**config.mk**
```make
export PLATFORM = sky130hd
export DESIGN_NAME = sync_length_checksum_deframer_top_flat
export DESIGN_NICKNAME = d
export VERILOG_FILES = /design/src/rtl/sldf_pkg.sv /design/src/rtl/sldf_if.sv /design/src/rtl/sldf_parser.sv /design/src/rtl/sldf_out_reg.sv /design/src/rtl/sync_length_checksum_deframer_top.sv /design/src/flat_wrapper.sv
export SDC_FILE = /design/constraint.sdc
export NUM_CORES = 1
export LEC_CHECK = 0
export ABC_AREA = 1
export BUFFER_PORTS_ARGS = -buffer_cell sky130_fd_sc_hd__buf_4
export CAP_MARGIN = 20
export CORE_UTILIZATION = 56
export CTS_BUF_LIST = sky130_fd_sc_hd__clkbuf_8 sky130_fd_sc_hd__clkbuf_16
export DETAILED_ROUTE_END_ITERATION = 10
export GPL_ROUTABILITY_DRIVEN = 0
export PLACE_DENSITY_LB_ADDON = 0.15
export SYNTH_ARGS = -nofsm -noshare
export SYNTH_HDL_FRONTEND = slang
export SYNTH_SLANG_ARGS = --single-unit
```
**constraint.sdc**
```tcl
create_clock -name clk -period 3.5 [get_ports clk]
set_clock_uncertainty 0.1 [all_clocks]
set_input_delay 0 -clock clk [delete_from_list [all_inputs] [get_ports clk]]
set_output_delay 0 -clock clk [all_outputs]
set_load 0.05 [all_outputs]
```
**src/rtl/sldf_pkg.sv**
```systemverilog
// Shared constants and types of the sync/length/checksum deframer.
`default_nettype none

package sldf_pkg;

	localparam logic [7:0]  SYNC_FIRST       = 8'h55;
	localparam logic [7:0]  SYNC_SECOND      = 8'hAA;
	localparam logic [7:0]  CMD_DATAPOINT    = 8'h07;
	localparam logic [15:0] MAX_LENGTH_RESET = 16'd512;

	typedef enum logic [1:0] {
		KIND_HEADER  = 2'd0,
		KIND_PAYLOAD = 2'd1,
		KIND_END     = 2'd2
	} kind_t;

	typedef struct packed {
		kind_t       kind;
		logic [7:0]  version;
		logic [7:0]  command;
		logic [15:0] length;
		logic [7:0]  data;
		logic [15:0] index;
		logic        sum_match;
		logic        last;
		logic        datapoint;
	} result_t;

endpackage

`default_nettype wire

```
**src/rtl/sldf_if.sv**
```systemverilog
// Handshake interfaces: received byte, configuration write and result channels.
`default_nettype none

interface sldf_byte_if;
	logic       valid;
	logic       ready;
	logic [7:0] rx_byte;

	modport source (output valid, output rx_byte, input ready);
	modport sink (input valid, input rx_byte, output ready);
endinterface

interface sldf_cfg_if;
	logic        valid;
	logic        ready;
	logic [15:0] max_length;

	modport source (output valid, output max_length, input ready);
	modport sink (input valid, input max_length, output ready);
endinterface

interface sldf_result_if;
	logic        valid;
	logic        ready;
	logic [1:0]  result_kind;
	logic [7:0]  frame_version;
	logic [7:0]  frame_command;
	logic [15:0] frame_length;
	logic [7:0]  data_byte;
	logic [15:0] byte_index;
	logic        sum_match;
	logic        frame_last;
	logic        datapoint_report;

	modport source (
		output valid, output result_kind, output frame_version, output frame_command,
		output frame_length, output data_byte, output byte_index, output sum_match,
		output frame_last, output datapoint_report, input ready
	);
	modport sink (
		input valid, input result_kind, input frame_version, input frame_command,
		input frame_length, input data_byte, input byte_index, input sum_match,
		input frame_last, input datapoint_report, output ready
	);
endinterface

`default_nettype wire

```
**src/rtl/sldf_parser.sv**
```systemverilog
// Input byte register, max_length register and frame parse state machine.
`default_nettype none

module sldf_parser (
	input  wire logic           clk,
	input  wire logic           arst_n,
	sldf_byte_if.sink           rx,
	sldf_cfg_if.sink            cfg,
	input  wire logic           can_out,
	output sldf_pkg::result_t   res,
	output logic                res_fire
);

	typedef enum logic [2:0] {
		PH_SYNC1   = 3'd0,
		PH_SYNC2   = 3'd1,
		PH_VER     = 3'd2,
		PH_CMD     = 3'd3,
		PH_LENHI   = 3'd4,
		PH_LENLO   = 3'd5,
		PH_PAYLOAD = 3'd6,
		PH_CKSUM   = 3'd7
	} phase_t;

	logic [7:0]  byte_s1;
	logic        valid_s1;
	logic [15:0] max_length_q;

	phase_t      phase_q, phase_d;
	logic [7:0]  ver_q, ver_d;
	logic [7:0]  cmd_q, cmd_d;
	logic [7:0]  len_hi_q, len_hi_d;
	logic [15:0] len_q, len_d;
	logic [15:0] count_q, count_d;
	logic [7:0]  sum_q, sum_d;
	logic [15:0] new_len;
	logic [15:0] count_inc;
	logic        emit;
	logic        proc;

	assign proc      = valid_s1 && can_out;
	assign rx.ready  = !valid_s1 || can_out;
	assign cfg.ready = 1'b1;
	assign new_len   = {len_hi_q, byte_s1};
	assign count_inc = count_q + 16'd1;

	always_ff @(posedge clk or negedge arst_n) begin
		if (!arst_n) begin
			valid_s1     <= 1'b0;
			max_length_q <= sldf_pkg::MAX_LENGTH_RESET;
		end else begin
			if (rx.valid && rx.ready) begin
				valid_s1 <= 1'b1;
			end else if (proc) begin
				valid_s1 <= 1'b0;
			end
			if (cfg.valid) begin
				max_length_q <= cfg.max_length;
			end
		end
	end

	always_ff @(posedge clk) begin
		if (rx.valid && rx.ready) begin
			byte_s1 <= rx.rx_byte;
		end
	end

	always_comb begin
		phase_d  = phase_q;
		ver_d    = ver_q;
		cmd_d    = cmd_q;
		len_hi_d = len_hi_q;
		len_d    = len_q;
		count_d  = count_q;
		sum_d    = sum_q;
		emit     = 1'b0;
		res.kind      = sldf_pkg::KIND_HEADER;
		res.data      = 8'd0;
		res.index     = 16'd0;
		res.sum_match = 1'b0;
		res.last      = 1'b0;
		case (phase_q)
			PH_SYNC1: begin
				if (byte_s1 == sldf_pkg::SYNC_FIRST) begin
					sum_d   = byte_s1;
					phase_d = PH_SYNC2;
				end
			end
			PH_SYNC2: begin
				if (byte_s1 == sldf_pkg::SYNC_SECOND) begin
					sum_d   = sum_q + byte_s1;
					phase_d = PH_VER;
				end else if (byte_s1 != sldf_pkg::SYNC_FIRST) begin
					phase_d = PH_SYNC1;
				end
			end
			PH_VER: begin
				ver_d   = byte_s1;
				sum_d   = sum_q + byte_s1;
				phase_d = PH_CMD;
			end
			PH_CMD: begin
				cmd_d   = byte_s1;
				sum_d   = sum_q + byte_s1;
				phase_d = PH_LENHI;
			end
			PH_LENHI: begin
				len_hi_d = byte_s1;
				sum_d    = sum_q + byte_s1;
				phase_d  = PH_LENLO;
			end
			PH_LENLO: begin
				sum_d   = sum_q + byte_s1;
				len_d   = new_len;
				count_d = 16'd0;
				if (new_len == 16'd0) begin
					phase_d = PH_CKSUM;
					emit    = 1'b1;
				end else if (new_len > max_length_q) begin
					phase_d = PH_SYNC1;
				end else begin
					phase_d = PH_PAYLOAD;
					emit    = 1'b1;
				end
			end
			PH_PAYLOAD: begin
				sum_d     = sum_q + byte_s1;
				emit      = 1'b1;
				res.kind  = sldf_pkg::KIND_PAYLOAD;
				res.data  = byte_s1;
				res.index = count_q;
				count_d   = count_inc;
				if (count_inc >= len_q) begin
					phase_d = PH_CKSUM;
				end
			end
			PH_CKSUM: begin
				emit          = 1'b1;
				res.kind      = sldf_pkg::KIND_END;
				res.sum_match = (sum_q == byte_s1);
				res.last      = 1'b1;
				phase_d       = PH_SYNC1;
			end
			default: begin
				phase_d = PH_SYNC1;
			end
		endcase
		res.version   = ver_d;
		res.command   = cmd_d;
		res.length    = len_d;
		res.datapoint = (cmd_d == sldf_pkg::CMD_DATAPOINT);
	end

	assign res_fire = proc && emit;

	always_ff @(posedge clk or negedge arst_n) begin
		if (!arst_n) begin
			phase_q  <= PH_SYNC1;
			ver_q    <= 8'd0;
			cmd_q    <= 8'd0;
			len_hi_q <= 8'd0;
			len_q    <= 16'd0;
			count_q  <= 16'd0;
			sum_q    <= 8'd0;
		end else if (proc) begin
			phase_q  <= phase_d;
			ver_q    <= ver_d;
			cmd_q    <= cmd_d;
			len_hi_q <= len_hi_d;
			len_q    <= len_d;
			count_q  <= count_d;
			sum_q    <= sum_d;
		end
	end

`ifndef SYNTHESIS
	a_payload_in_range: assert property (@(posedge clk) disable iff (!arst_n)
		res_fire && res.kind == sldf_pkg::KIND_PAYLOAD |-> res.index < res.length)
		else $error("payload index beyond declared length");

	a_no_result_in_header: assert property (@(posedge clk) disable iff (!arst_n)
		proc && (phase_q == PH_SYNC1 || phase_q == PH_SYNC2 || phase_q == PH_VER ||
		phase_q == PH_CMD || phase_q == PH_LENHI) |-> !res_fire)
		else $error("result given before length taken");

	a_repeat_sync: assert property (@(posedge clk) disable iff (!arst_n)
		proc && phase_q == PH_SYNC2 && byte_s1 == sldf_pkg::SYNC_FIRST
		|=> phase_q == PH_SYNC2 && sum_q == sldf_pkg::SYNC_FIRST)
		else $error("repeated sync byte lost the hunt");

	a_end_closes: assert property (@(posedge clk) disable iff (!arst_n)
		proc && phase_q == PH_CKSUM |=> phase_q == PH_SYNC1)
		else $error("frame end did not return to hunt");
`endif

endmodule

`default_nettype wire

```
**src/rtl/sldf_out_reg.sv**
```systemverilog
// Result register driving the result channel.
`default_nettype none

module sldf_out_reg (
	input  wire logic              clk,
	input  wire logic              arst_n,
	input  wire logic              load,
	input  wire sldf_pkg::result_t d,
	output logic                   can_load,
	sldf_result_if.source          result
);

	sldf_pkg::result_t res_q;
	logic              valid_q;

	assign can_load = !valid_q || result.ready;

	always_ff @(posedge clk or negedge arst_n) begin
		if (!arst_n) begin
			valid_q <= 1'b0;
		end else if (can_load) begin
			valid_q <= load;
		end
	end

	always_ff @(posedge clk) begin
		if (can_load && load) begin
			res_q <= d;
		end
	end

	assign result.valid            = valid_q;
	assign result.result_kind      = res_q.kind;
	assign result.frame_version    = res_q.version;
	assign result.frame_command    = res_q.command;
	assign result.frame_length     = res_q.length;
	assign result.data_byte        = res_q.data;
	assign result.byte_index       = res_q.index;
	assign result.sum_match        = res_q.sum_match;
	assign result.frame_last       = res_q.last;
	assign result.datapoint_report = res_q.datapoint;

endmodule

`default_nettype wire

```
**src/rtl/sync_length_checksum_deframer_top.sv**
```systemverilog
// Top level of the sync/length/checksum deframer.
// Takes one received byte per cycle. Each byte passes an input register, then
// the parse logic writes at most one result into the result register, which
// offers it. A new byte is taken every cycle unless the input register holds a
// byte, the result register is full and its sink is not ready.
// Payload bytes are tentative: drop the frame when the frame-end item has
// sum_match low. max_length may be written only while the block is idle.
`default_nettype none

module sync_length_checksum_deframer_top (
	input  wire logic     clk,
	input  wire logic     arst_n,
	sldf_byte_if.sink     rx,
	sldf_cfg_if.sink      cfg,
	sldf_result_if.source result
);

	sldf_pkg::result_t res;
	logic              res_fire;
	logic              can_out;

	sldf_parser u_parser (
		.clk      (clk),
		.arst_n   (arst_n),
		.rx       (rx),
		.cfg      (cfg),
		.can_out  (can_out),
		.res      (res),
		.res_fire (res_fire)
	);

	sldf_out_reg u_out_reg (
		.clk      (clk),
		.arst_n   (arst_n),
		.load     (res_fire),
		.d        (res),
		.can_load (can_out),
		.result   (result)
	);

endmodule

`default_nettype wire
```
**src/flat_wrapper.sv**
```systemverilog
// flat-port wrapper written by rule: the top's interface ports become plain ports
module sync_length_checksum_deframer_top_flat 
  (clk, arst_n, rx_valid, rx_rx_byte, rx_ready, cfg_valid, cfg_max_length, cfg_ready, result_valid, result_result_kind, result_frame_version, result_frame_command, result_frame_length, result_data_byte, result_byte_index, result_sum_match, result_frame_last, result_datapoint_report, result_ready);
  sldf_byte_if rx_i ();
  sldf_cfg_if cfg_i ();
  sldf_result_if result_i ();
  input  wire logic clk;
  input  wire logic arst_n;
  input wire logic [$bits(rx_i.valid)-1:0] rx_valid;
  input wire logic [$bits(rx_i.rx_byte)-1:0] rx_rx_byte;
  output wire logic [$bits(rx_i.ready)-1:0] rx_ready;
  input wire logic [$bits(cfg_i.valid)-1:0] cfg_valid;
  input wire logic [$bits(cfg_i.max_length)-1:0] cfg_max_length;
  output wire logic [$bits(cfg_i.ready)-1:0] cfg_ready;
  output wire logic [$bits(result_i.valid)-1:0] result_valid;
  output wire logic [$bits(result_i.result_kind)-1:0] result_result_kind;
  output wire logic [$bits(result_i.frame_version)-1:0] result_frame_version;
  output wire logic [$bits(result_i.frame_command)-1:0] result_frame_command;
  output wire logic [$bits(result_i.frame_length)-1:0] result_frame_length;
  output wire logic [$bits(result_i.data_byte)-1:0] result_data_byte;
  output wire logic [$bits(result_i.byte_index)-1:0] result_byte_index;
  output wire logic [$bits(result_i.sum_match)-1:0] result_sum_match;
  output wire logic [$bits(result_i.frame_last)-1:0] result_frame_last;
  output wire logic [$bits(result_i.datapoint_report)-1:0] result_datapoint_report;
  input wire logic [$bits(result_i.ready)-1:0] result_ready;
  assign rx_i.valid = rx_valid;
  assign rx_i.rx_byte = rx_rx_byte;
  assign rx_ready = rx_i.ready;
  assign cfg_i.valid = cfg_valid;
  assign cfg_i.max_length = cfg_max_length;
  assign cfg_ready = cfg_i.ready;
  assign result_valid = result_i.valid;
  assign result_result_kind = result_i.result_kind;
  assign result_frame_version = result_i.frame_version;
  assign result_frame_command = result_i.frame_command;
  assign result_frame_length = result_i.frame_length;
  assign result_data_byte = result_i.data_byte;
  assign result_byte_index = result_i.byte_index;
  assign result_sum_match = result_i.sum_match;
  assign result_frame_last = result_i.frame_last;
  assign result_datapoint_report = result_i.datapoint_report;
  assign result_i.ready = result_ready;
  sync_length_checksum_deframer_top u_core (.clk(clk), .arst_n(arst_n), .rx(rx_i), .cfg(cfg_i), .result(result_i));
endmodule
```
==> impl_metrics.ini, run 1 <==
[outcome]
status = finished, final reports clean

[floorplanning]
coreArea_mm2 = 0.0128
io_pins = 93
die_h_um = 118
rows = 41
chipWidth_um = 118
dieArea_mm2 = 0.0138
start_util_pct = 58.4

[logic_synthesis]
synth_ff_type = dfrtp_1
synth_top_area_share_pct = 28.1
synth_top_cell_by_area = dfrtp_1
synth.distinct_cells = 38
ys_async_sr_fraction_pct = 55.2
synth_area_leaders = dfrtp_1, edfxtp_1, nand2_1
syn_area_per_cell_um2 = 9.10
syn_inst = 823
yosys_warnings = 0
synth-seq-cells = 154
ys_seq_area_share_pct = 56.1
syn_nets = 893
syn_area_mm2 = 0.00749
synth_edf_count = 69

[sta]
min_period_ns = 2.96
hold_slack_ns = 0.183
hold_viol = 0
tightest_slew_ns = 0.581
fin_crit_sh_pct = 84.7
finalSetupTns_ns = 0
drv_slew = 0
fmax_ghz = 0.337
slew_headroom_pct = 61.1
setup_viol = 0
grt_setup_unrepaired = no

[clock_network]
holdBufCountCts = 60
cts_tree = yes
root_buffer = clkbuf_16
cts.path.max_buffers = 2
cts_resized = 0
cts_max_level = 4
clock_sinks = 154
postCtsSetupRepairBufs = 0
cts_made_buffers = 17
clock_latency_ns = 0.43
cts.clk_slew.worst_paths_ns = 0.06

[pwr]
ir_drop_v = 0.000372
leakage_nw = 4.67
power.density_mw_per_mm2 = 744
total_power_mw = 7.15

[place]
io_buffers = 91
dp_hpwl_um = 11500

[hold_path]
min_path_type = in -> reg
worstHoldStart = rx_rx_byte[0]

[worst_setup_path]
r2r-start = u_core.u_parser.count_q[0]
crit_start = u_core.u_parser.count_q[0]
reg2reg_slack_ns = 0.54
start_kind = register
critical_path_class = reg -> reg
cp_common_cell = nand2_1
worst_r2r_path_depth = 18
cp_slowest_cell = dfrtp_1
endpoint_kind = register
cp_data_arrival_time_ns = 3.18
r2r-end = u_core.u_parser.phase_q[1]
cp.required_ns = 3.71
crit_chain = nand3_1 > nor3_4 > nand2_1 > nor2_2 > nand2_1 > xor2_1 > inv_1 > ha_1 > nand2_1 > nand2_1 > nand2_1 > nand2_1 > a21oi_1 > nand4_1 > nand2_1 > inv_1 > nand2_1 > nand2_1
cp_max_fo = 6
critPathMaxStageDelay_ns = 0.45
cp-endpoint = u_core.u_parser.phase_q[1]

[flow_run]
cap_violations = 0

[drt]
ant_nets = 0
drt_first_pass_iters = 5
drtIter0Drc = 596
vias = 6169
drc = 0
via_per_inst = 5.30
avgRoutedWirePerCell_um = 15.5
routed_wl_um = 18100

[cells_and_area]
area_growth_pct = 28.3
diodes = 0
num-nets-final = 1049
drive_above_1_share_pct = 15.3
fin_util_pct = 74.9
num-fill-cells = 909
final_cell_mix = nand2_1, inv_1, buf_4, dfrtp_1, edfxtp_1
final_common_cell = nand2_1

[global_route]
grt_util_met1_pct = 34.0
grt_busiest_layer = met2
grt_max_degree = 86
antenna_found_initial = 0
grt_pass1_wl_um = 29600
track_usage_pct = 27.4
gr-total-overflow = 0
grt_pass1_vias = 6085
gr-usage-met3_pct = 5.47
grtUsageMet2_pct = 46.8
-- synth_stat cells (all sizes together), types with 2 or more instances --
cell type	count
nand2	244
inv	113
o21ai	98
dfrtp	84
edfxtp	69
nor2	59
ha	40
nand3	24
a21oi	17
clkbuf	11
nor3	11
xor2	11
nand4	10
buf	9
nor4	5
o22ai	4
xnor2	3
a21o	2
-- cell type report --
| cell class | count | area, um^2 | share of cell area [%] |
|---|---|---|---|
| well taps | 172 | 215 | 2.24 |
| clock buffers | 22 | 517 | 5.38 |
| repair buffers | 157 | 1360 | 14.2 |
| flip-flops and latches | 154 | 4200 | 43.7 |
| clock inverters | 10 | 121 | 1.26 |
| multi-input cells | 536 | 2770 | 28.8 |
| inverters | 113 | 424 | 4.41 |
-- routing by layer --
layer	vias up	routed length, um
met4	0	378
met1	2886	7300
met5	-	0
met2	263	9240
li1	2983	-
met3	37	1150
-- worst max-delay path: cells and delay by family, from the launching register on --
family                     cells  cell delay [ns]
AOI/OAI and AO/OA              1             0.15
xor gates and xnor gates       1             0.22
DFF                            1             0.45
buffers and inverters          2             0.17
and+or+nand+nor               13             1.45
adders and majority gates      1             0.30
-- flip-flops by register name, summed over array words and instances (netlist names) --
signal	cells
u_core.u_parser.ver_q	8
u_core.u_parser.cmd_q	8
u_core.u_parser.count_q	16
u_core.u_out_reg.result.datapoint_report	1
u_core.u_out_reg.result.sum_match	1
u_core.u_parser.len_hi_q	8
u_core.u_out_reg.result.result_kind	2
u_core.u_out_reg.result.frame_last	1
u_core.u_parser.byte_s1	8
u_core.u_parser.sum_q	8
u_core.u_parser.phase_q	3
u_core.u_out_reg.result.valid	1
u_core.u_parser.max_length_q	16
u_core.u_out_reg.result.byte_index	16
u_core.u_out_reg.result.frame_version	8
u_core.u_out_reg.result.frame_length	16
u_core.u_parser.valid_s1	1
u_core.u_parser.len_q	16
u_core.u_out_reg.result.frame_command	8
u_core.u_out_reg.result.data_byte	8
-- metrics by stage --
step                std cells  worst slack [ns]  instance area, um^2
CTS                      1162             0.536                 9570
floorplan                 823             0.372                 7490
global placement         1070             0.814                 8330
finish                   1164             0.537                 9610
global route             1164             0.204                 9610
detailed placement       1070             0.657                 8330
-- logic make-up (layout without fill, tap and decap cells) --
kind of cell	after synthesis	count (layout)	share of synthesized area (%)
simple gates	356	356	19.7
other cells	1	1	0.0501
xor+xnor	14	14	1.64
flops	154	154	56.1
compound gates	123	123	8.47
mux	1	1	0.150
fa+ha+maj	41	41	6.95
buf+inv	133	302	6.97
-- report_power, final --
part           leakage [nW]  switching (mW)  internal (mW)
logic                  2.70            1.64          0.967
clock network         0.332           0.696           1.25
registers              1.64           0.291           2.31
total                  4.67            2.62           4.53
-- worst min-delay path by stage --
stage | to | cells past startpoint
2_1_floorplan | u_core.u_out_reg.result.valid | 0
3_3_place_gp | u_core.u_parser.byte_s1[3] | 1
3_5_place_dp | u_core.u_parser.byte_s1[6] | 1
4_1_cts | u_core.u_parser.byte_s1[7] | 2
5_1_grt | u_core.u_parser.byte_s1[7] | 2
6_report | u_core.u_parser.byte_s1[0] | 2
No activity file was read; power rests on OpenSTA's default activity.
==> run 2: changes to the inputs <==
==> constraint.sdc (replaced) <==
create_clock -name clk -period 3 [get_ports clk]
set_clock_uncertainty 0.1 [all_clocks]
set_input_delay 0 -clock clk [delete_from_list [all_inputs] [get_ports clk]]
set_output_delay 0 -clock clk [all_outputs]
set_load 0.05 [all_outputs]
==> run 2 against run 1 <==
Critical path depth unchanged. Highest routed layer unchanged. Global-route usage up 0.45 points. Non-clock buffer count up 16. Core utilization up 0.78 points. Register-to-register slack worse by 0.26 ns. Clock-buffer cell count down 5. Setup slack worse by 0.26 ns. Maximum frequency up 8.8%.
==> impl_metrics.ini, run 2 (same netlist as run 1, synthesis figures left out) <==
[outcome]
status = finished, final reports clean

[drt]
drtIter0Drc = 494
vias = 6292
ant_nets = 0
via_per_inst = 5.34
avgRoutedWirePerCell_um = 15.5
routed_wl_um = 18200
drt_first_pass_iters = 6
drc = 0

[pwr]
ir_drop_v = 0.000521
leakage_nw = 4.71
power.density_mw_per_mm2 = 854

[sta]
finalSetupTns_ns = 0
tightest_slew_ns = 0.561
setup_viol = 0
fin_crit_sh_pct = 90.8
layout_setup_ws_ns = 0.277
grt_setup_unrepaired = no
slew_headroom_pct = 62.5
fmax_ghz = 0.367
min_period_ns = 2.72
drv_slew = 0
hold_viol = 0

[hold_path]
min_path_type = in -> reg
min_to = u_core.u_parser.byte_s1[1]
holdPathStages = 2
worstHoldStart = rx_rx_byte[1]

[floorplanning]
die_h_um = 118
dieArea_mm2 = 0.0138
rows = 41
coreArea_mm2 = 0.0128
chipWidth_um = 118
io_pins = 93
start_util_pct = 58.4

[clock_network]
cts_made_buffers = 17
cts_tree = yes
root_buffer = clkbuf_16
clock_latency_ns = 0.43
cts.clk_slew.worst_paths_ns = 0.06
clock_sinks = 154
cts_max_level = 4
cts.path.max_buffers = 2

[worst_setup_path]
r2r-start = u_core.u_parser.count_q[0]
r2r-end = u_core.u_parser.phase_q[2]
start_kind = register
reg2reg_slack_ns = 0.28
critical_path_class = reg -> reg
cp_data_arrival_time_ns = 2.94
endpoint_kind = register
cp_max_fo = 6
worst_r2r_path_depth = 18
cp.required_ns = 3.21

[cells_and_area]
drive_above_1_share_pct = 17.0
diodes = 0
area_growth_pct = 29.6
num-nets-final = 1065
final_common_cell = nand2_1
final_cell_mix = nand2_1, buf_4, inv_1, dfrtp_1, edfxtp_1
num-fill-cells = 877

[global_route]
gr-total-overflow = 0
grt_pass1_wl_um = 30000
grt_max_degree = 62
track_usage_pct = 27.9
antenna_found_initial = 0
grt_pass1_vias = 6280

[flow_run]
cap_violations = 0

[place]
io_buffers = 91
dp_slack_ns = 0.232
dp_hpwl_um = 12100
==> run 2: layout make-up <==
cell class	instances	area, um^2	share of cell area, %
Multi-Input combinational cell	536	2800	28.8
Inverter	113	428	4.41
Sequential cell	154	4200	43.3
Clock inverter	14	165	1.70
Tap cell	172	215	2.22
Clock buffer	17	425	4.38
Timing Repair Buffer	173	1480	15.2
==> run 2: how the worst max path moves through the flow <==
stage / startpoint / end / slack (ns) / cells past startpoint
after floorplan: u_core.u_parser.byte_s1[0] / u_core.u_out_reg.result.byte_index[0] / 0.20 / 13
after global placement: u_core.u_parser.count_q[0] / u_core.u_parser.phase_q[0] / 0.34 / 18
after detailed placement: u_core.u_parser.count_q[0] / u_core.u_parser.phase_q[1] / 0.23 / 18
after CTS: u_core.u_parser.count_q[0] / u_core.u_parser.phase_q[2] / 0.15 / 18
after global routing: u_core.u_parser.count_q[0] / u_core.u_parser.phase_q[2] / 0.001 / 15
final: u_core.u_parser.count_q[0] / u_core.u_parser.phase_q[2] / 0.28 / 18
==> run 2: report_power, final <==
part,internal (mW),switching (mW)
sequential,2.70,0.331
combinational,1.16,1.95
clock,1.36,0.796
total,5.22,3.07
==> run 2: metal layers <==
layer	GRT usage [%]	up-vias	part of all wire, %	wire length, um
met5	0	-	0	0
met4	14.6	0	3.3	608
met3	6.59	59	6.6	1210
met2	46.5	233	50	9050
met1	33.6	2979	40	7360
li1	-	3021	-	-
==> run 2: per-stage QoR <==
stage	utilization [%]	hold slack (ns)	total power [mW]	instance area (um^2)	instances
global placement	65.8	-0.159	5.76	8440	1083
CTS	75.3	0.173	8.21	9660	1176
floorplan	-	-0.396	5.19	7490	823
finish	75.7	0.192	8.29	9710	1179
global route	75.7	0.197	8.90	9710	1179
detailed placement	65.8	-0.151	5.96	8440	1083
==> run 2: repair_timing <==
item,4_1_cts,5_1_grt
setup endpoints to repair,0,3
gates resized for setup,0,7
hold buffers,62,0
setup buffers,0,3
hold endpoints to repair,119,0
==> run 2: worst max-delay path, cell delays in order (launching register included) <==
cell and delay [ns]:
dfrtp_2 0.41, nand3_1 0.17, nor3_4 0.27, nand2_2 0.11
nor2_4 0.12, nand2_1 0.10, xor2_2 0.18, inv_1 0.07
ha_1 0.29, nand2_1 0.07, nand2_1 0.04, nand2_1 0.05
nand2_1 0.04, a21oi_1 0.13, nand4_1 0.15, nand2_2 0.12
inv_1 0.07, nand2_1 0.07, nand2_1 0.05
==> run 3: changes to the inputs <==
--- a/config.mk
+++ b/config.mk
@@ -9,7 +9,6 @@
 export BUFFER_PORTS_ARGS = -buffer_cell sky130_fd_sc_hd__buf_4
 export CAP_MARGIN = 20
 export CORE_UTILIZATION = 56
-export CTS_BUF_LIST = sky130_fd_sc_hd__clkbuf_8 sky130_fd_sc_hd__clkbuf_16
 export DETAILED_ROUTE_END_ITERATION = 10
 export GPL_ROUTABILITY_DRIVEN = 0
 export PLACE_DENSITY_LB_ADDON = 0.15
==> run 3 against run 2 <==
Final cell count unchanged. Global-route usage unchanged. Via count decreased by 0.22%. Total power grew 0.17%. Sequential power hardly changed. First-iteration DRC count decreased by 0.20%. Setup slack better by 0.0029 ns. Maximum frequency up 0.11%.
==> impl_metrics.ini, run 3 (same netlist as run 1, synthesis figures left out) <==
[outcome]
status = finished, final reports clean

[worst_setup_path]
endpoint_kind = register
crit_buf_inv = 2
cp_common_cell = nand2_1
critical_path_class = reg -> reg
crit_chain = nand3_1 > nor3_4 > nand2_2 > nor2_4 > nand2_1 > xor2_2 > inv_1 > ha_1 > nand2_1 > nand2_1 > nand2_1 > nand2_1 > a21oi_1 > nand4_1 > nand2_2 > inv_1 > nand2_1 > nand2_1
crit_family = simple AND/OR/NAND/NOR gates
cp_data_arrival_time_ns = 2.93
cp_slowest_cell = dfrtp_2
cp_max_fo = 6
start_kind = register
critPathMaxStageDelay_ns = 0.42
cp.required_ns = 3.21

[sta]
drv_slew = 0
hold_viol = 0
grt_setup_unrepaired = no
fin_crit_sh_pct = 90.7
slew_headroom_pct = 63.0
min_period_ns = 2.72
finalSetupTns_ns = 0
tightest_slew_ns = 0.553
fmax_ghz = 0.368
hold_slack_ns = 0.188
layout_setup_ws_ns = 0.279
setup_viol = 0

[floorplanning]
start_util_pct = 58.4
coreArea_mm2 = 0.0128
dieArea_mm2 = 0.0138
rows = 41
io_pins = 93
die_h_um = 118
chipWidth_um = 118

[cells_and_area]
final_common_cell = nand2_1
num-fill-cells = 877
final_cell_mix = nand2_1, buf_4, inv_1, dfrtp_1, edfxtp_1
diodes = 0
area_growth_pct = 29.6
drive_above_1_share_pct = 17.0
num-nets-final = 1065

[global_route]
grt_pass1_vias = 6280
grt_max_degree = 62
gr-total-overflow = 0
track_usage_pct = 27.9
antenna_found_initial = 0
grt_pass1_wl_um = 30000

[pwr]
switching_share_pct = 37.1
leakage_nw = 4.70
p_int_mw = 5.23
pwr-share-seq_pct = 36.5
clkPwrFrac_pct = 26.1
combPwrFrac_pct = 37.4
ir_drop_v = 0.000522
power.density_mw_per_mm2 = 855
p_sw_mw = 3.08

[drt]
m1WireLength_um = 7450
wl_met3_um = 1150
vias = 6278
drc = 0
via_per_inst = 5.32
ant_nets = 0
avgRoutedWirePerCell_um = 15.5
routed.top_layer = met4
drt_first_pass_iters = 5
routed_wl_um = 18200
drtIter0Drc = 493
wl_met2_um = 9070

[clock_network]
cts_max_level = 4
cts_made_buffers = 17
clock_latency_ns = 0.43
cts.clk_slew.worst_paths_ns = 0.06
root_buffer = clkbuf_16
clock_sinks = 154
cts.path.max_buffers = 2
cts_tree = yes

[place]
dp_slack_ns = 0.232
dp_hpwl_um = 12100
io_buffers = 91

[flow_run]
cap_violations = 0

[hold_path]
min_path_type = in -> reg
## run 3: cell types whose count changed in the layout (fill, tap and decap cells not counted), sizes merged
cell	before	now
clkbuf	17	20
inv	115	112
## run 3: final timing paths
kind | slack, ns | to | start | cells after the start
setup / recovery | 0.28 | u_core.u_parser.phase_q[2] | u_core.u_parser.count_q[0] | 18
hold / removal | 0.19 | u_core.u_parser.byte_s1[1] | rx_rx_byte[1] | 2
setup reg to reg | 0.28 | u_core.u_parser.phase_q[2] | u_core.u_parser.count_q[0] | 18
hold reg to reg | 0.38 | u_core.u_parser.ver_q[4] | u_core.u_parser.ver_q[4] | 2
max in group asynchronous | 1.72 | u_core.u_parser.count_q[0] | arst_n | 4
min in group asynchronous | 0.53 | u_core.u_parser.max_length_q[15] | arst_n | 4
## run 3: power by group through the flow
stage	sequential, mW	clock [mW]	combinational, mW
2_1_floorplan	3.00	0	2.19
3_3_place_gp	3.03	0	2.73
3_5_place_dp	3.05	0	2.92
4_1_cts	3.01	2.19	3.02
5_1_grt	3.07	2.28	3.56
6_report	3.03	2.17	3.11
## run 3: area by class of cell
type / instances / area, um^2 / area share (%)
sequential: 154 / 4200 / 43.3
clock inverter: 11 / 154 / 1.58
inverter: 113 / 428 / 4.41
timing repair buffer: 173 / 1480 / 15.2
multi-input combinational: 536 / 2800 / 28.8
tap: 172 / 215 / 2.22
clock buffer: 20 / 437 / 4.50
## run 3: routing by layer
layer | vias to the layer above | GRT usage (%)
li1 | 3022 | -
met1 | 2970 | 33.6
met2 | 229 | 46.5
met3 | 57 | 6.59
met4 | 0 | 14.6
met5 | - | 0
## run 3: what timing repair did
| item | in CTS | in global routing |
|---|---|---|
| hold buffers | 62 | 0 |
| setup endpoints to repair | 0 | 3 |
| resized for setup | 0 | 7 |
| setup buffers | 0 | 3 |
| hold endpoints to repair | 119 | 0 |
## run 3: per-stage QoR
step	util, %	area [um^2]	std cells	power, mW
global route	75.7	9710	1179	8.91
detailed placement	65.8	8440	1083	5.96
finish	75.7	9710	1179	8.31
floorplan	-	7490	823	5.19
CTS	75.3	9660	1176	8.22
global placement	65.8	8440	1083	5.76
## run 3: worst register-to-register path, cell delays in order (launching register included)
cell and delay [ns]:
dfrtp_2 0.42, nand3_1 0.17, nor3_4 0.27, nand2_2 0.11, nor2_4 0.12, nand2_1 0.10, xor2_2 0.17, inv_1 0.07
ha_1 0.29, nand2_1 0.07, nand2_1 0.04, nand2_1 0.05, nand2_1 0.04, a21oi_1 0.13, nand4_1 0.15, nand2_2 0.12
inv_1 0.07, nand2_1 0.07, nand2_1 0.05
